### config.mk
export PLATFORM = sky130hd
export DESIGN_NAME = status_line_parser_with_link_timeout_flat
export DESIGN_NICKNAME = d
export VERILOG_FILES = /design/src/rtl/core/slp_pkg.sv /design/src/rtl/core/slp_ifs.sv /design/src/rtl/core/slp_num_step.sv /design/src/rtl/core/slp_line_parser.sv /design/src/rtl/core/slp_link_timer.sv /design/src/rtl/core/status_line_parser_with_link_timeout.sv /design/src/flat_wrapper.sv
export SDC_FILE = /design/constraint.sdc
export NUM_CORES = 1
export LEC_CHECK = 0
export BUFFER_PORTS_ARGS = -buffer_cell sky130_fd_sc_hd__buf_2
export CAP_MARGIN = 25
export CORE_AREA = 2 2 179 129
export CTS_BUF_LIST = sky130_fd_sc_hd__clkbuf_4 sky130_fd_sc_hd__clkbuf_8 sky130_fd_sc_hd__clkbuf_16
export CTS_CLUSTER_DIAMETER = 80
export DETAILED_ROUTE_END_ITERATION = 12
export DIE_AREA = 0 0 181 131
export PLACE_DENSITY_LB_ADDON = 0.1
export RECOVER_POWER = 50
export SYNTH_ARGS = -nofsm -noshare
export SYNTH_HDL_FRONTEND = slang
export SYNTH_SLANG_ARGS = --single-unit
### constraint.sdc
create_clock -name clk -period 6.3 [get_ports clk]
set_clock_uncertainty 0.1 [all_clocks]
set_input_delay 0.315 -clock clk [delete_from_list [all_inputs] [get_ports clk]]
set_output_delay 0.315 -clock clk [all_outputs]
set_load 0.05 [all_outputs]
### src/rtl/core/slp_pkg.sv
// Package for the status line parser: shared constants, character codes,
// number-parse phase codes and the structs passed between submodules.
// No dependencies.
package slp_pkg;

    localparam int LINE_CAPACITY = 32;
    localparam int LEN_W         = $clog2(LINE_CAPACITY);
    localparam logic [LEN_W-1:0] LEN_LAST = LEN_W'(LINE_CAPACITY - 1);

    localparam int HEAD_LEN = 5;
    localparam logic [LEN_W-1:0] LEN_HEAD = LEN_W'(HEAD_LEN);

    localparam int LIMIT_W = 16;
    localparam logic [LIMIT_W-1:0] STALE_LIMIT_RESET = 16'd3000;

    localparam int IDLE_W = 17;
    localparam logic [IDLE_W-1:0] IDLE_MAX = '1;

    // magnitude in thousandths, saturates at 2^31-1
    localparam int MAG_W = 31;
    localparam logic [MAG_W-1:0] MAG_MAX = '1;

    localparam int POS_W = 32;

    // number-parse phases
    localparam logic [2:0] PH_BLANKS    = 3'd0;
    localparam logic [2:0] PH_SIGNED    = 3'd1;
    localparam logic [2:0] PH_INT       = 3'd2;
    localparam logic [2:0] PH_DOT_ONLY  = 3'd3;
    localparam logic [2:0] PH_FRAC      = 3'd4;
    localparam logic [2:0] PH_DONE_NUM  = 3'd5;
    localparam logic [2:0] PH_DONE_NONE = 3'd6;

    // characters
    localparam logic [7:0] CH_NUL   = 8'h00;
    localparam logic [7:0] CH_TAB   = 8'h09;
    localparam logic [7:0] CH_LF    = 8'h0A;
    localparam logic [7:0] CH_VT    = 8'h0B;
    localparam logic [7:0] CH_FF    = 8'h0C;
    localparam logic [7:0] CH_CR    = 8'h0D;
    localparam logic [7:0] CH_SPACE = 8'h20;
    localparam logic [7:0] CH_PLUS  = 8'h2B;
    localparam logic [7:0] CH_MINUS = 8'h2D;
    localparam logic [7:0] CH_DOT   = 8'h2E;
    localparam logic [7:0] CH_ZERO  = 8'h30;
    localparam logic [7:0] CH_ONE   = 8'h31;
    localparam logic [7:0] CH_NINE  = 8'h39;
    localparam logic [7:0] CH_COLON = 8'h3A;

    // "STAT:" header, one character per position
    function automatic logic [7:0] head_char(input logic [2:0] idx);
        logic [7:0] ch;
        case (idx)
            3'd0:    ch = 8'h53;
            3'd1:    ch = 8'h54;
            3'd2:    ch = 8'h41;
            3'd3:    ch = 8'h54;
            3'd4:    ch = CH_COLON;
            default: ch = CH_NUL;
        endcase
        return ch;
    endfunction

    typedef struct packed {
        logic             valid;
        logic             connected;
        logic [POS_W-1:0] position;
    } frame_evt_t;

    typedef struct packed {
        logic             valid;
        logic             connected;
        logic [POS_W-1:0] position_um;
        logic             cause;
    } result_t;

endpackage

### src/rtl/core/slp_ifs.sv
// Valid/ready channel interfaces for the status line parser.
// Depends on slp_pkg.
interface slp_item_if;
    logic       valid;
    logic       ready;
    logic       cmd;
    logic [7:0] rx_byte;

    modport source (output valid, cmd, rx_byte, input ready);
    modport sink   (input valid, cmd, rx_byte, output ready);
endinterface

interface slp_result_if;
    logic                             valid;
    logic                             ready;
    logic                             connected;
    logic signed [slp_pkg::POS_W-1:0] position_um;
    logic                             cause;

    modport source (output valid, connected, position_um, cause, input ready);
    modport sink   (input valid, connected, position_um, cause, output ready);
endinterface

### src/rtl/core/slp_num_step.sv
// One character step of the decimal number scanner (blanks, sign, digits,
// fraction), magnitude in saturated thousandths. Depends on slp_pkg.
module slp_num_step (
    input  logic [2:0]                phase,
    input  logic                      negative,
    input  logic [slp_pkg::MAG_W-1:0] accum,
    input  logic [1:0]                frac_cnt,
    input  logic [7:0]                ch,
    output logic [2:0]                phase_next,
    output logic                      negative_next,
    output logic [slp_pkg::MAG_W-1:0] accum_next,
    output logic [1:0]                frac_cnt_next
);

    logic                      is_digit;
    logic                      is_blank;
    logic                      is_sign;
    logic [3:0]                digit;
    logic [34:0]               scaled;
    logic [31:0]               frac_sum;
    logic [9:0]                frac_weight;
    logic [2:0]                int_phase;
    logic [slp_pkg::MAG_W-1:0] int_accum;
    logic [2:0]                fr_phase;
    logic [slp_pkg::MAG_W-1:0] fr_accum;
    logic [1:0]                fr_cnt;
    logic                      was_int;
    logic                      was_frac;

    assign is_digit = (ch >= slp_pkg::CH_ZERO) && (ch <= slp_pkg::CH_NINE);
    assign is_blank = (ch == slp_pkg::CH_SPACE) || (ch == slp_pkg::CH_TAB) ||
                      (ch == slp_pkg::CH_VT) || (ch == slp_pkg::CH_FF);
    assign is_sign  = (ch == slp_pkg::CH_PLUS) || (ch == slp_pkg::CH_MINUS);
    assign digit    = is_digit ? 4'(ch - slp_pkg::CH_ZERO) : 4'd0;

    // accum*10 + digit*1000 as shifts and adds
    assign scaled = ({4'd0, accum} << 3) + ({4'd0, accum} << 1) + 35'(digit) * 35'd1000;

    always_comb
    begin
        case (frac_cnt)
            2'd0:    frac_weight = 10'd100;
            2'd1:    frac_weight = 10'd10;
            default: frac_weight = 10'd1;
        endcase
    end

    assign frac_sum = {1'b0, accum} + 32'(frac_weight) * 32'(digit);

    assign was_int  = (phase == slp_pkg::PH_INT);
    assign was_frac = (phase == slp_pkg::PH_FRAC);

    // integer part, also taken from the blank phase on a non-blank non-sign
    always_comb
    begin
        int_accum = accum;
        if (is_digit)
        begin
            int_phase = slp_pkg::PH_INT;
            int_accum = (scaled > 35'(slp_pkg::MAG_MAX)) ? slp_pkg::MAG_MAX
                                                         : scaled[slp_pkg::MAG_W-1:0];
        end
        else if (ch == slp_pkg::CH_DOT)
        begin
            int_phase = was_int ? slp_pkg::PH_FRAC : slp_pkg::PH_DOT_ONLY;
        end
        else
        begin
            int_phase = was_int ? slp_pkg::PH_DONE_NUM : slp_pkg::PH_DONE_NONE;
        end
    end

    // fraction part, digits beyond the third dropped
    always_comb
    begin
        fr_accum = accum;
        fr_cnt   = frac_cnt;
        if (is_digit)
        begin
            fr_phase = slp_pkg::PH_FRAC;
            if (frac_cnt != 2'd3)
            begin
                fr_accum = (frac_sum > 32'(slp_pkg::MAG_MAX)) ? slp_pkg::MAG_MAX
                                                              : frac_sum[slp_pkg::MAG_W-1:0];
                fr_cnt   = frac_cnt + 2'd1;
            end
        end
        else
        begin
            fr_phase = was_frac ? slp_pkg::PH_DONE_NUM : slp_pkg::PH_DONE_NONE;
        end
    end

    always_comb
    begin
        phase_next    = phase;
        negative_next = negative;
        accum_next    = accum;
        frac_cnt_next = frac_cnt;
        case (phase)
            slp_pkg::PH_BLANKS:
            begin
                if (is_blank)
                begin
                    phase_next = phase;
                end
                else if (is_sign)
                begin
                    negative_next = (ch == slp_pkg::CH_MINUS);
                    phase_next    = slp_pkg::PH_SIGNED;
                end
                else
                begin
                    phase_next = int_phase;
                    accum_next = int_accum;
                end
            end
            slp_pkg::PH_SIGNED, slp_pkg::PH_INT:
            begin
                phase_next = int_phase;
                accum_next = int_accum;
            end
            slp_pkg::PH_DOT_ONLY, slp_pkg::PH_FRAC:
            begin
                phase_next    = fr_phase;
                accum_next    = fr_accum;
                frac_cnt_next = fr_cnt;
            end
            default:
            begin
                phase_next = phase;
            end
        endcase
    end

endmodule

### src/rtl/core/slp_line_parser.sv
// Line assembly and frame recognition: header check, link flag, separator,
// number scan; reports a frame on CR/LF. Depends on slp_pkg, slp_num_step.
module slp_line_parser (
    input  logic                clk,
    input  logic                rst_n,
    input  logic                step_en,
    input  logic [7:0]          step_byte,
    output slp_pkg::frame_evt_t frame
);

    logic [slp_pkg::LEN_W-1:0] line_length_reg, line_length_next;
    logic                      prefix_ok_reg, prefix_ok_next;
    logic                      text_ended_reg, text_ended_next;
    logic                      link_flag_seen_reg, link_flag_seen_next;
    logic                      separator_seen_reg, separator_seen_next;
    logic [2:0]                number_phase_reg, number_phase_next;
    logic                      number_negative_reg, number_negative_next;
    logic [slp_pkg::MAG_W-1:0] number_accum_reg, number_accum_next;
    logic [1:0]                fraction_digits_reg, fraction_digits_next;

    logic [2:0]                ns_phase;
    logic                      ns_negative;
    logic [slp_pkg::MAG_W-1:0] ns_accum;
    logic [1:0]                ns_frac_cnt;

    logic                      is_eol;
    logic                      in_head;
    logic                      has_number;
    logic [slp_pkg::POS_W-1:0] magnitude;

    slp_num_step u_num_step (
        .phase         (number_phase_reg),
        .negative      (number_negative_reg),
        .accum         (number_accum_reg),
        .frac_cnt      (fraction_digits_reg),
        .ch            (step_byte),
        .phase_next    (ns_phase),
        .negative_next (ns_negative),
        .accum_next    (ns_accum),
        .frac_cnt_next (ns_frac_cnt)
    );

    assign is_eol     = (step_byte == slp_pkg::CH_LF) || (step_byte == slp_pkg::CH_CR);
    assign in_head    = (line_length_reg < slp_pkg::LEN_HEAD);
    assign has_number = (number_phase_reg == slp_pkg::PH_INT) ||
                        (number_phase_reg == slp_pkg::PH_FRAC) ||
                        (number_phase_reg == slp_pkg::PH_DONE_NUM);
    assign magnitude  = {1'b0, number_accum_reg};

    always_comb
    begin
        frame.valid     = step_en && is_eol && (line_length_reg != '0) && prefix_ok_reg &&
                          (line_length_reg >= slp_pkg::LEN_HEAD) && separator_seen_reg;
        frame.connected = link_flag_seen_reg;
        if (!has_number)
        begin
            frame.position = '0;
        end
        else if (number_negative_reg)
        begin
            frame.position = -magnitude;
        end
        else
        begin
            frame.position = magnitude;
        end
    end

    always_comb
    begin
        line_length_next     = line_length_reg;
        prefix_ok_next       = prefix_ok_reg;
        text_ended_next      = text_ended_reg;
        link_flag_seen_next  = link_flag_seen_reg;
        separator_seen_next  = separator_seen_reg;
        number_phase_next    = number_phase_reg;
        number_negative_next = number_negative_reg;
        number_accum_next    = number_accum_reg;
        fraction_digits_next = fraction_digits_reg;

        // restart on a non-empty line end, or on overflow
        if (step_en && ((is_eol && (line_length_reg != '0)) ||
                        (!is_eol && (line_length_reg == slp_pkg::LEN_LAST))))
        begin
            line_length_next     = '0;
            prefix_ok_next       = 1'b1;
            text_ended_next      = 1'b0;
            link_flag_seen_next  = 1'b0;
            separator_seen_next  = 1'b0;
            number_phase_next    = slp_pkg::PH_BLANKS;
            number_negative_next = 1'b0;
            number_accum_next    = '0;
            fraction_digits_next = '0;
        end
        else if (step_en && !is_eol)
        begin
            line_length_next = line_length_reg + 1'b1;
            if (!text_ended_reg)
            begin
                if (step_byte == slp_pkg::CH_NUL)
                begin
                    text_ended_next = 1'b1;
                    if (in_head)
                    begin
                        prefix_ok_next = 1'b0;
                    end
                end
                else if (in_head)
                begin
                    if (step_byte != slp_pkg::head_char(line_length_reg[2:0]))
                    begin
                        prefix_ok_next = 1'b0;
                    end
                end
                else
                begin
                    if (line_length_reg == slp_pkg::LEN_HEAD)
                    begin
                        link_flag_seen_next = (step_byte == slp_pkg::CH_ONE);
                    end
                    if (!separator_seen_reg)
                    begin
                        if (step_byte == slp_pkg::CH_COLON)
                        begin
                            separator_seen_next = 1'b1;
                        end
                    end
                    else
                    begin
                        number_phase_next    = ns_phase;
                        number_negative_next = ns_negative;
                        number_accum_next    = ns_accum;
                        fraction_digits_next = ns_frac_cnt;
                    end
                end
            end
        end
    end

    always_ff @(posedge clk or negedge rst_n)
    begin
        if (!rst_n)
        begin
            line_length_reg     <= '0;
            prefix_ok_reg       <= 1'b1;
            text_ended_reg      <= 1'b0;
            link_flag_seen_reg  <= 1'b0;
            separator_seen_reg  <= 1'b0;
            number_phase_reg    <= slp_pkg::PH_BLANKS;
            number_negative_reg <= 1'b0;
            number_accum_reg    <= '0;
            fraction_digits_reg <= '0;
        end
        else
        begin
            line_length_reg     <= line_length_next;
            prefix_ok_reg       <= prefix_ok_next;
            text_ended_reg      <= text_ended_next;
            link_flag_seen_reg  <= link_flag_seen_next;
            separator_seen_reg  <= separator_seen_next;
            number_phase_reg    <= number_phase_next;
            number_negative_reg <= number_negative_next;
            number_accum_reg    <= number_accum_next;
            fraction_digits_reg <= fraction_digits_next;
        end
    end

endmodule

### src/rtl/core/slp_link_timer.sv
// Link staleness timer and result selection: frame results, one timeout
// result per silent period. Depends on slp_pkg.
module slp_link_timer (
    input  logic                        clk,
    input  logic                        rst_n,
    input  logic                        step_en,
    input  logic                        tick,
    input  slp_pkg::frame_evt_t         frame,
    input  logic [slp_pkg::LIMIT_W-1:0] stale_limit,
    output slp_pkg::result_t            res
);

    logic [slp_pkg::IDLE_W-1:0] idle_ticks_reg, idle_ticks_next;
    logic                       stale_reported_reg, stale_reported_next;
    logic [slp_pkg::POS_W-1:0]  last_position_reg, last_position_next;
    logic [slp_pkg::IDLE_W-1:0] idle_inc;
    logic                       fire;

    assign idle_inc = (idle_ticks_reg == slp_pkg::IDLE_MAX) ? idle_ticks_reg
                                                            : idle_ticks_reg + 1'b1;
    assign fire     = step_en && tick && !stale_reported_reg &&
                      (idle_inc > slp_pkg::IDLE_W'(stale_limit));

    always_comb
    begin
        res.valid = frame.valid || fire;
        if (frame.valid)
        begin
            res.connected   = frame.connected;
            res.position_um = frame.position;
            res.cause       = 1'b0;
        end
        else
        begin
            res.connected   = 1'b0;
            res.position_um = last_position_reg;
            res.cause       = 1'b1;
        end
    end

    always_comb
    begin
        idle_ticks_next     = idle_ticks_reg;
        stale_reported_next = stale_reported_reg;
        last_position_next  = last_position_reg;
        if (step_en && tick)
        begin
            idle_ticks_next = idle_inc;
            if (fire)
            begin
                stale_reported_next = 1'b1;
            end
        end
        else if (frame.valid)
        begin
            idle_ticks_next     = '0;
            stale_reported_next = 1'b0;
            last_position_next  = frame.position;
        end
    end

    always_ff @(posedge clk or negedge rst_n)
    begin
        if (!rst_n)
        begin
            idle_ticks_reg     <= '0;
            stale_reported_reg <= 1'b0;
            last_position_reg  <= '0;
        end
        else
        begin
            idle_ticks_reg     <= idle_ticks_next;
            stale_reported_reg <= stale_reported_next;
            last_position_reg  <= last_position_next;
        end
    end

endmodule

### src/rtl/core/status_line_parser_with_link_timeout.sv
// Status line parser with link timeout: input word register, line parser,
// link timer and result register. Depends on slp_pkg, slp_ifs,
// slp_line_parser, slp_link_timer.
//
// Usage:
//   item   - valid/ready words: cmd 0 carries a received byte in rx_byte,
//            cmd 1 is one time tick.
//   result - valid/ready words {connected, position_um, cause}; at most one
//            per input word. A status frame ends on CR/LF and gives cause 0;
//            a staleness timeout gives cause 1 with the last position.
//   cfg_wr_en/cfg_wr_data - write the stale limit in ticks (reset 3000);
//            write only while no word is in flight.
// Timing: a taken word sits in the input register; when it produces a result,
// that result is loaded into the result register as the word advances. One
// word per cycle is taken when the result side keeps up; parsing is one short
// pass per byte (a times-ten via shifts and adds) between the two registers.
// Stall: while the result register holds an untaken word, the input register
// holds its word and ready drops once both are full; nothing is lost.
// Reset: clears all line state, the idle counter and the limit to 3000.
module status_line_parser_with_link_timeout (
    input  logic                                 clk,
    input  logic                                 rst_n,
    slp_item_if.sink                             item,
    slp_result_if.source                         result,
    input  logic                                 cfg_wr_en,
    input  logic [slp_pkg::LIMIT_W-1:0]          cfg_wr_data
);

    logic                        in_valid_reg;
    logic                        in_cmd_reg;
    logic [7:0]                  in_byte_reg;
    logic                        out_valid_reg;
    logic                        out_connected_reg;
    logic [slp_pkg::POS_W-1:0]   out_position_reg;
    logic                        out_cause_reg;
    logic [slp_pkg::LIMIT_W-1:0] stale_limit_reg;

    logic                        advance;
    logic                        take;
    slp_pkg::frame_evt_t         frame;
    slp_pkg::result_t            res;

    assign advance    = in_valid_reg && (!out_valid_reg || result.ready);
    assign item.ready = !in_valid_reg || advance;
    assign take       = item.valid && item.ready;

    slp_line_parser u_line_parser (
        .clk       (clk),
        .rst_n     (rst_n),
        .step_en   (advance && !in_cmd_reg),
        .step_byte (in_byte_reg),
        .frame     (frame)
    );

    slp_link_timer u_link_timer (
        .clk         (clk),
        .rst_n       (rst_n),
        .step_en     (advance),
        .tick        (in_cmd_reg),
        .frame       (frame),
        .stale_limit (stale_limit_reg),
        .res         (res)
    );

    always_ff @(posedge clk or negedge rst_n)
    begin
        if (!rst_n)
        begin
            in_valid_reg    <= 1'b0;
            out_valid_reg   <= 1'b0;
            stale_limit_reg <= slp_pkg::STALE_LIMIT_RESET;
        end
        else
        begin
            if (take)
            begin
                in_valid_reg <= 1'b1;
            end
            else if (advance)
            begin
                in_valid_reg <= 1'b0;
            end

            if (advance && res.valid)
            begin
                out_valid_reg <= 1'b1;
            end
            else if (result.ready)
            begin
                out_valid_reg <= 1'b0;
            end

            if (cfg_wr_en)
            begin
                stale_limit_reg <= cfg_wr_data;
            end
        end
    end

    always_ff @(posedge clk)
    begin
        if (take)
        begin
            in_cmd_reg  <= item.cmd;
            in_byte_reg <= item.rx_byte;
        end
        if (advance && res.valid)
        begin
            out_connected_reg <= res.connected;
            out_position_reg  <= res.position_um;
            out_cause_reg     <= res.cause;
        end
    end

    assign result.valid       = out_valid_reg;
    assign result.connected   = out_connected_reg;
    assign result.position_um = out_position_reg;
    assign result.cause       = out_cause_reg;

endmodule
### src/flat_wrapper.sv
// flat-port wrapper written by rule: the top's interface ports become plain ports
module status_line_parser_with_link_timeout_flat 
  (clk, rst_n, cfg_wr_en, cfg_wr_data, item_valid, item_cmd, item_rx_byte, item_ready, result_valid, result_connected, result_position_um, result_cause, result_ready);
  slp_item_if item_i ();
  slp_result_if result_i ();
  input  logic clk;
  input  logic rst_n;
  input  logic cfg_wr_en;
  input  logic [slp_pkg::LIMIT_W-1:0] cfg_wr_data;
  input wire logic [$bits(item_i.valid)-1:0] item_valid;
  input wire logic [$bits(item_i.cmd)-1:0] item_cmd;
  input wire logic [$bits(item_i.rx_byte)-1:0] item_rx_byte;
  output wire logic [$bits(item_i.ready)-1:0] item_ready;
  output wire logic [$bits(result_i.valid)-1:0] result_valid;
  output wire logic [$bits(result_i.connected)-1:0] result_connected;
  output wire logic [$bits(result_i.position_um)-1:0] result_position_um;
  output wire logic [$bits(result_i.cause)-1:0] result_cause;
  input wire logic [$bits(result_i.ready)-1:0] result_ready;
  assign item_i.valid = item_valid;
  assign item_i.cmd = item_cmd;
  assign item_i.rx_byte = item_rx_byte;
  assign item_ready = item_i.ready;
  assign result_valid = result_i.valid;
  assign result_connected = result_i.connected;
  assign result_position_um = result_i.position_um;
  assign result_cause = result_i.cause;
  assign result_i.ready = result_ready;
  status_line_parser_with_link_timeout u_core (.clk(clk), .rst_n(rst_n), .item(item_i), .result(result_i), .cfg_wr_en(cfg_wr_en), .cfg_wr_data(cfg_wr_data));
endmodule
# After elaboration in Yosys (flattened, before gate mapping)
# Cells that the tools add are included.
# word_totals
regBits,157
input_bits,30
output_inout_bits,36
wordCells,231
# classes
add_sub_neg,8
mul,2
magnitude_cmp,7
eq_ne,35
mux,94
bitwise,1
n_reduce_logical,64
# ops
cell,n
two-way mux 31 bit,13
case mux 31 bit (3 select lines),1
two-way mux 32 bit,2
two-way mux 17 bit,3
"== test 8 x 6 -> 1 bit, second input constant",6
"== test 8 x 4 -> 1 bit, second input constant",5
two-way mux 1 bit,40
two-way mux 8 bit,5
two-way mux 3 bit,12
adder 34 x 32 -> 35 bit,1
adder 35 x 14 -> 35 bit,1
"> comparator 35 x 31 -> 1 bit, second input constant",1
two-way mux 33 bit,1
adder 31 x 14 -> 32 bit,1
"> comparator 32 x 31 -> 1 bit, second input constant",1
negation 31 -> 32 bit,1
case mux 7 bit (4 select lines),1
nonzero test 2 bit,12
two-way mux 2 bit,11
"adder 17 x 1 -> 17 bit, second input constant",1
"== test 17 bit, second input constant",1
> comparator 17 x 16 -> 1 bit,1
logical AND 1 bit,17
AND reduction 8 bit,2
39 further kinds,71

# Logic depth before layout (Yosys ltp)
# Gate-level depths: netlist of the first run.
# depth
ltp_word,17
mapped_depth,33
ltp_nobuf,29

# Hierarchy
# A second synthesis of the first run with hierarchy kept.
# unflattened
cells_unflattened,1561
area_unflattened_um2,14099.8
# modules_own_cells
module,n_inst,cells_per_inst,area_per_inst_um2,seq_area_each_um2
slp_num_step,1,785,5465.2,0.0
slp_line_parser,1,387,3333.2,1152.4
slp_link_timer,1,300,3244.4,1251.2
status_line_parser_with_link_timeout,1,89,2057.0,1750.4

# Worst setup path before layout of the first run
# Ideal clock, no wire load.
# synth_timing
path_type,flip-flop to flip-flop
startpoint,register u_core.in_byte_reg[1]
endpoint,register u_core.u_line_parser.number_accum_reg[10] (netlist bit)
setup_time_ns,0.066
arrival_ns,6.625
required_time_ns,6.134
setup_slack_ns,-0.491
path_stages_with_launch,33
n_path_buf,4
period_less_slack_ns,6.791
cell_sequence,edfxtp_1 clkbuf_1 nor2_1 nor2_1 nor2_1 clkbuf_1 nand2_1 fa_1 inv_1 fa_1 inv_1 ha_1 a21oi_1 nor2b_1 o21ai_0 nand2_1 nand2b_1 o21ai_0 a21oi_1 xnor2_1 fa_1 ha_1 nand3_1 inv_1 o211ai_1 a2111oi_0 or2_2 o211ai_1 nand4_1 clkbuf_1 buf_2 o221ai_1 nand2_1
# synth_between
elab_chain_cells,17
elab_cells_between_ends,56
cone_classes,add/sub: 3; mul: 2; order compare: 4; eq/ne: 15; mux: 15; reduce/logical: 17
# synth_rtl
item,line_no,text
start: declaration,status_line_parser_with_link_timeout.sv:31,logic [7:0] in_byte_reg;
start signal: assignment,status_line_parser_with_link_timeout.sv:105,in_byte_reg <= item.rx_byte;
greater-or-equal comparator 8 x 6 -> 1 bit / <= comparator 8 x 6 -> 1 bit (equally long branches),slp_num_step.sv:30,assign is_digit = (ch >= slp_pkg::CH_ZERO) && (ch <= slp_pkg::CH_NINE);
logical AND 1 bit,slp_num_step.sv:30,
two-way mux 4 bit,slp_num_step.sv:34,assign digit = is_digit ? 4'(ch - slp_pkg::CH_ZERO) : 4'd0;
multiplier 4 x 7 -> 11 bit,slp_num_step.sv:37,"assign scaled = ({4'd0, accum} << 3) + ({4'd0, accum} << 1) + 35'(digit) * 35'd1000;"
adder 35 x 14 -> 35 bit,slp_num_step.sv:37,
> comparator 35 x 31 -> 1 bit,slp_num_step.sv:60,int_accum = (scaled > 35'(slp_pkg::MAG_MAX)) ? slp_pkg::MAG_MAX
two-way mux 31 bit,slp_num_step.sv:60,
two-way mux 31 bit,slp_num_step.sv:57,if (is_digit)
two-way mux 31 bit,slp_num_step.sv:107,else if (is_sign)
two-way mux 31 bit,slp_num_step.sv:103,if (is_blank)
case mux 31 bit (3 select lines),slp_num_step.sv:100,case (phase)
two-way mux 31 bit,slp_line_parser.sv:121,if (!separator_seen_reg)
two-way mux 31 bit,slp_line_parser.sv:108,else if (in_head)
two-way mux 31 bit,slp_line_parser.sv:100,if (step_byte == slp_pkg::CH_NUL)
two-way mux 31 bit,slp_line_parser.sv:98,if (!text_ended_reg)
two-way mux 31 bit,slp_line_parser.sv:95,else if (step_en && !is_eol)
two-way mux 31 bit,slp_line_parser.sv:82,if (step_en && ((is_eol && (line_length_reg != '0)) ||
end signal: assignment,slp_line_parser.sv:163,number_accum_reg <= number_accum_next;
end: declaration,slp_line_parser.sv:18,"logic [slp_pkg::MAG_W-1:0] number_accum_reg, number_accum_next;"
# Several ways; a longest one is shown, not always the timed one. The select of a mux whose other input is x is not followed.
# A chain may end at the register's enable or synchronous reset.

# Worst setup path in the final report of the first run
# layout_timing
startpoint,register u_core.in_byte_reg[7]
endpoint,register u_core.u_line_parser.number_accum_reg[17] (netlist bit)
# Same word-level chain as after synthesis.

==> results of run 1 <==
[cells in the mapped netlist, drive strengths merged, types with 29 or more instances]
| cell | instances | area [um^2] |
|---|---|---|
| o21ai | 124 | 624 |
| inv | 114 | 428 |
| a21o | 29 | 218 |
| nand2 | 203 | 764 |
| edfxtp | 43 | 1290 |
| fa | 33 | 661 |
| o31ai | 32 | 254 |
| clkbuf | 49 | 184 |
| ha | 114 | 1430 |
| xnor2 | 57 | 499 |
| a21oi | 61 | 305 |
| dfrtp | 106 | 2650 |
| nor3 | 32 | 165 |
| nor2 | 64 | 240 |
| xor2 | 42 | 368 |
| nand3 | 40 | 200 |
[cell type report]
cell class / instances / area (um^2)
flip-flops and latches: 157 / 4150
inverters: 114 / 433
well taps: 288 / 360
clock inverters: 15 / 150
fillers: 1918 / 7920
multi-input cells: 1058 / 7780
clock buffers: 17 / 425
repair buffers: 127 / 877
[repair_timing]
item                                    in CTS  in global routing
hold buffers                                22                  0
hold endpoints to repair                    62                  0
pin swaps                                   11                 26
cloned                                       1                  0
endpoints found under the setup margin      31                 31
gates resized for setup                      8                 48
buffers inserted                             7                  9
[cell families after synthesis]
group | Yosys count | share of synthesized area
buffers and inverters | 176 | 0.0556
xor gates and xnor gates | 99 | 0.0702
muxes | 12 | 0.0101
AOI/OAI and AO/OA | 361 | 0.191
and+or+nand+nor | 439 | 0.168
adders and majority gates | 147 | 0.169
DFF | 157 | 0.336
[power by group through the flow]
stage	clock, W	combinational, W	sequential [W]
6_report	0.00103	0.000495	0.00116
4_1_cts	0.00104	0.000482	0.00115
3_3_place_gp	0	0.000450	0.00117
3_5_place_dp	0	0.000461	0.00117
2_1_floorplan	0	0.000347	0.00114
5_1_grt	0.00108	0.000549	0.00116
[metrics by stage]
stage          worst slack (ps)  power (W)  utilization  hold WS (ps)  TNS, ps
4_1_cts                    2.75    0.00267        0.631          1.19        0
2_1_floorplan             0.427    0.00149            -         -80.6        0
3_3_place_gp               84.9    0.00162        0.589           271        0
3_5_place_dp               -119    0.00163        0.590           270     -791
5_1_grt                    -103    0.00279        0.642          3.59    -1590
6_report                    242    0.00268        0.642          3.79        0
[metal layers]
metal / global-route usage / vias up / part of all wire
met3: 0.0582 / 29 / 0.077
met4: 0.0631 / 0 / 0.013
met2: 0.364 / 382 / 0.38
met1: 0.440 / 5001 / 0.53
li1: - / 5099 / -
met5: 0 / - / 0
[cells in the final DEF (no fill, tap or decap), types with 7 or more instances in the layout]
cell | netlist | routed
inv_1 | 113 | 106
o21ai_1 | 5 | 9
nand2_1 | 202 | 199
mux2i_1 | 8 | 8
clkbuf_16 | 0 | 17
nand2b_1 | 10 | 10
nor2b_1 | 9 | 9
xnor2_1 | 57 | 57
o21a_1 | 13 | 13
fa_1 | 33 | 30
ha_1 | 114 | 108
dlygate4sd3_1 | 0 | 22
xor2_1 | 42 | 42
edfxtp_1 | 43 | 43
o31ai_1 | 31 | 30
nor3_1 | 31 | 31
o21bai_1 | 7 | 7
nand3_1 | 40 | 38
dfstp_2 | 8 | 8
clkbuf_1 | 49 | 38
a211oi_1 | 11 | 11
nor2_1 | 64 | 60
and3_1 | 15 | 15
a21oi_1 | 61 | 57
buf_2 | 6 | 27
buf_4 | 1 | 34
a21o_1 | 29 | 29
o221ai_1 | 19 | 12
o21ai_0 | 118 | 113
nand4_1 | 14 | 14
dfrtp_1 | 106 | 106
o211ai_1 | 9 | 9
[worst max-delay path by stage]
stage                                                                 end  depth (start not counted)
floorplan           u_core.u_line_parser.number_accum_reg[16]$_DFFE_PN0P_                         32
global placement    u_core.u_line_parser.number_accum_reg[17]$_DFFE_PN0P_                         29
global route        u_core.u_line_parser.number_accum_reg[20]$_DFFE_PN0P_                         31
finish              u_core.u_line_parser.number_accum_reg[17]$_DFFE_PN0P_                         27
CTS                 u_core.u_line_parser.number_accum_reg[17]$_DFFE_PN0P_                         30
detailed placement  u_core.u_line_parser.number_accum_reg[26]$_DFFE_PN0P_                         29
[worst register-to-register path: stages, from the launching register on]
cell	delay (ps)
edfxtp_1	400
nor2_2	160
nand3_2	120
nor2_4	170
nand2_2	90
fa_2	550
inv_1	50
fa_1	490
inv_2	50
ha_4	230
a21o_1	150
a21o_1	190
a21boi_1	170
o22ai_1	100
xor2_1	200
fa_1	530
ha_4	320
a21boi_2	170
o211ai_1	110
buf_4	160
a2111oi_4	350
o211ai_1	120
o211ai_1	110
nand4_1	140
buf_6	160
buf_12	150
nand2b_1	150
a32o_1	250
==> flow_metrics.tcl, run 1 <==
set metrics [dict create \
    rows 46 \
    setup.worst_path.class "reg -> reg" \
    synth_seq_cells 157 \
    switching_share 0.328 \
    seqPwrFrac 0.431 \
    die_x_um 181 \
    critPathMaxStageDelay_ps 550 \
    final_hold_viol_count 0 \
    worst_pin_slew_ps 2520 \
    hold_path_end "u_core.stale_limit_reg[3]$_DFFE_PN1P_" \
    power_leakage_nw 6.71 \
    coreArea_um2 22100 \
    slew_headroom -0.679 \
    violations "capacitance limit, slew limit" \
    first_pass_iters 5 \
    worstPathRequired_ps 6540 \
    drive_gt1_frac 0.122 \
    status "finished with violations" \
    synth_cell_types 83 \
    instances_no_fill 1776 \
    cts_root_buffer "clkbuf_16" \
    cts_buffers 17 \
    wl_per_cell_um 17.7 \
    cp-start-kind "flop" \
    setup_violations 0 \
    drc 0 \
    cp_top_family "adder cells" \
    grt_pass1_vias 9593 \
    pin_count 66 \
    max_clock_freq_ghz 0.165 \
    internal_power_w 0.00180 \
    ant_nets 0 \
    power_frac_comb 0.185 \
    cap_viol_max_count 2 \
    h-tree-depth 4 \
    vias 10511 \
    clockBufferDepth 2 \
    path_clk_slew_ps 70 \
    vdd_drop_max_uv 176 \
    place_area_um2 13000 \
    area_delta_synth_final_pct 14.8 \
    viasPerCell 5.92 \
    die-area_um2 23700 \
    synth_edf_count 43 \
    synthFlopType "dfrtp_1" \
    timing.final.crit_share 0.962 \
    stdcell_area_um2 14200 \
    avgSynthCellArea_um2 8.88 \
    critical_path.most_common_cell "o211ai_1" \
    cts.sinks 157 \
    insertion_delay_ps 450 \
    powerDensity_nw_per_um2 189 \
    placed_cells 1705 \
    start_util 0.559 \
    netlist_area_um2 12400 \
    die_h_um 131 \
    path_max_fanout 15 \
    gp_congestion 0.915 \
    syn_nets 1568 \
    antenna_found_initial 0 \
    grt_max_degree 67 \
    seq_area_frac_synth 0.336 \
    clkPwrFrac 0.384 \
    ys_warn_count 0 \
    cp_slowest_cell "fa_2" \
    min_period_ps 6060 \
    timing.rr.end "u_core.u_line_parser.number_accum_reg[17]$_DFFE_PN0P_" \
    arrival_ps 6290 \
    r2r_slack_ps 240 \
    crit_path_end_kind "flop" \
    hp-class "in -> reg" \
    netSwitchingPower_w 0.000880 \
    grt_util_all_layers 0.273 \
    slew_violations 117 \
    netlist_instances 1391 \
    grt_pass1_wl_um 50900 \
    tritoncts "built" \
    holdPathStages 3 \
    nets 1652 \
    grt_overflow_total 0 \
    rsz0062_at_grt "true" \
    ff2ff_path_depth 27 \
    io_buffer_count 65 \
    setup.worst_path.start "u_core.in_byte_reg[7]$_DFFE_PP_" \
    async_reset_ff_frac 0.726 \
    r2r-start "u_core.in_byte_reg[7]$_DFFE_PP_" \
    crit_buf_inv 5 \
    hpwl_um 23100 \
    drtIter0Drc 952 \
    drt_wl_total_um 31500 \
    antenna_cells 0 \
    hp-start "cfg_wr_data[3]" \
]
Note: power is estimated with default switching activity, not from simulation.
==> run 2: changes to the inputs <==
--- a/config.mk
+++ b/config.mk
@@ -12,6 +12,7 @@
 export CTS_CLUSTER_DIAMETER = 80
 export DETAILED_ROUTE_END_ITERATION = 12
 export DIE_AREA = 0 0 181 131
+export HOLD_SLACK_MARGIN = 0.15
 export PLACE_DENSITY_LB_ADDON = 0.1
 export RECOVER_POWER = 50
 export SYNTH_ARGS = -nofsm -noshare
==> flow_metrics.tcl, run 2 (synthesis gave the netlist of run 1 again) <==
set metrics [dict create \
    drc 0 \
    drive_gt1_frac 0.121 \
    setup_violations 0 \
    pin_count 66 \
    seqPwrFrac 0.431 \
    path_clk_slew_ps 70 \
    powerDensity_nw_per_um2 189 \
    antenna_cells 0 \
    tritoncts "built" \
    path_max_fanout 15 \
    coreArea_um2 22100 \
    slew_violations 117 \
    final_common_cell "nand2_1" \
    cts_root_buffer "clkbuf_16" \
    cap_viol_max_count 2 \
    setup.worst_path.start "u_core.in_byte_reg[7]$_DFFE_PP_" \
    critical_path.most_common_cell "o211ai_1" \
    rsz0062_at_grt "true" \
    drtIter0Drc 1015 \
    critPathMaxStageDelay_ps 550 \
    worst_pin_slew_ps 2570 \
    hpwl_um 23100 \
    insertion_delay_ps 450 \
    cp_slowest_cell "fa_2" \
    placed_cells 1705 \
    grt_overflow_total 0 \
    fin_ws_ps 241 \
    setup.worst_path.class "reg -> reg" \
    die_x_um 181 \
    switching_share 0.327 \
    cp-start-kind "flop" \
    clkPwrFrac 0.383 \
    vias 10464 \
    r2r-start "u_core.in_byte_reg[7]$_DFFE_PP_" \
    vdd_drop_max_uv 176 \
    grt_max_degree 67 \
    clockBufferDepth 2 \
    finalPower_w 0.00269 \
    mostFrequentLayoutCells "nand2_1 (199), o21ai_0 (113), ha_1 (108)" \
    min_period_ps 6060 \
    netSwitchingPower_w 0.000879 \
    io_buffer_count 65 \
    crit_path_end "u_core.u_line_parser.number_accum_reg[17]$_DFFE_PN0P_" \
    status "finished with violations" \
    arrival_ps 6300 \
    viasPerCell 5.87 \
    first_pass_iters 5 \
    drt_wl_total_um 31600 \
    place_area_um2 13000 \
    instances_no_fill 1782 \
    gp_congestion 0.915 \
    fillers 1911 \
    violations "capacitance limit, slew limit" \
    ant_nets 0 \
    max_clock_freq_ghz 0.165 \
    timing.final.crit_share 0.962 \
    power_leakage_nw 6.74 \
    area_delta_synth_final_pct 15.3 \
    start_util 0.559 \
    timing.rr.end "u_core.u_line_parser.number_accum_reg[17]$_DFFE_PN0P_" \
    slew_headroom -0.716 \
    crit_path_end_kind "flop" \
    grt_pass1_vias 9633 \
    stdcell_area_um2 14200 \
    grt_util_all_layers 0.274 \
    die-area_um2 23700 \
    worstPathRequired_ps 6540 \
    die_h_um 131 \
    grt_pass1_wl_um 51100 \
    antenna_found_initial 0 \
    h-tree-depth 4 \
    cts.sinks 157 \
    ff2ff_path_depth 27 \
    post-place-ws_ps -119 \
    nets 1658 \
    cts_buffers 17 \
    r2r_slack_ps 240 \
    hp-class "in -> reg" \
    rows 46 \
    final_hold_viol_count 0 \
    timing.hold.ws_ps 202 \
    internal_power_w 0.00181 \
    wl_per_cell_um 17.8 \
    power_frac_comb 0.186 \
]
-- run 2: worst min-delay path by stage --
stage,start,to,cells after the start
6_report,cfg_wr_en,u_core.stale_limit_reg[11]$_DFFE_PN1P_,3
5_1_grt,cfg_wr_en,u_core.stale_limit_reg[5]$_DFFE_PN1P_,3
4_1_cts,cfg_wr_en,u_core.stale_limit_reg[11]$_DFFE_PN1P_,3
3_5_place_dp,rst_n,u_core.stale_limit_reg[12]$_DFFE_PN0P_,1
3_3_place_gp,rst_n,u_core.stale_limit_reg[12]$_DFFE_PN0P_,1
2_1_floorplan,rst_n,u_core.in_valid_reg$_DFFE_PN0P_,0
-- run 2: power groups by stage --
stage,registers [W],clock network (W),logic (W)
floorplan,0.00114,0,0.000347
global placement,0.00117,0,0.000450
detailed placement,0.00117,0,0.000461
CTS,0.00115,0.00104,0.000484
global route,0.00116,0.00108,0.000552
finish,0.00116,0.00103,0.000500
-- run 2: routing by layer --
layer	global-route usage	wire length [um]	vias to the layer above
met5	0	0	-
met4	0.0631	384	0
met3	0.0585	2420	28
met2	0.369	12200	348
met1	0.441	16700	4980
li1	-	-	5108
-- run 2: repair_timing --
action / 4_1_cts / 5_1_grt
setup buffers: 7 / 9
setup endpoints to repair: 31 / 31
hold buffers: 28 / 0
pin swaps: 11 / 26
endpoints found under the hold margin: 67 / 0
gates cloned: 1 / 0
gates resized for setup: 8 / 48
-- run 2: layout make-up --
type	count	area, um^2	share of cell area
repair buffers	133	937	0.0658
inverters	114	433	0.0304
flip-flops and latches	157	4150	0.292
multi-input cells	1058	7780	0.547
clock inverters	15	150	0.0105
well taps	288	360	0.0253
clock buffers	17	425	0.0299
-- run 2: per-stage QoR --
step	util	setup TNS (ps)
6_report	0.645	0
2_1_floorplan	-	0
3_3_place_gp	0.589	0
5_1_grt	0.645	-1590
4_1_cts	0.634	0
3_5_place_dp	0.590	-791
-- run 2: worst max-delay path, delay by kind of cell, from the launching register on --
kind | cells | cell delay [ps]
xor gates and xnor gates | 1 | 200
and+or+nand+nor | 6 | 820
DFF | 1 | 400
AOI/OAI and AO/OA | 10 | 1720
buffers and inverters | 5 | 560
adders and majority gates | 5 | 2120
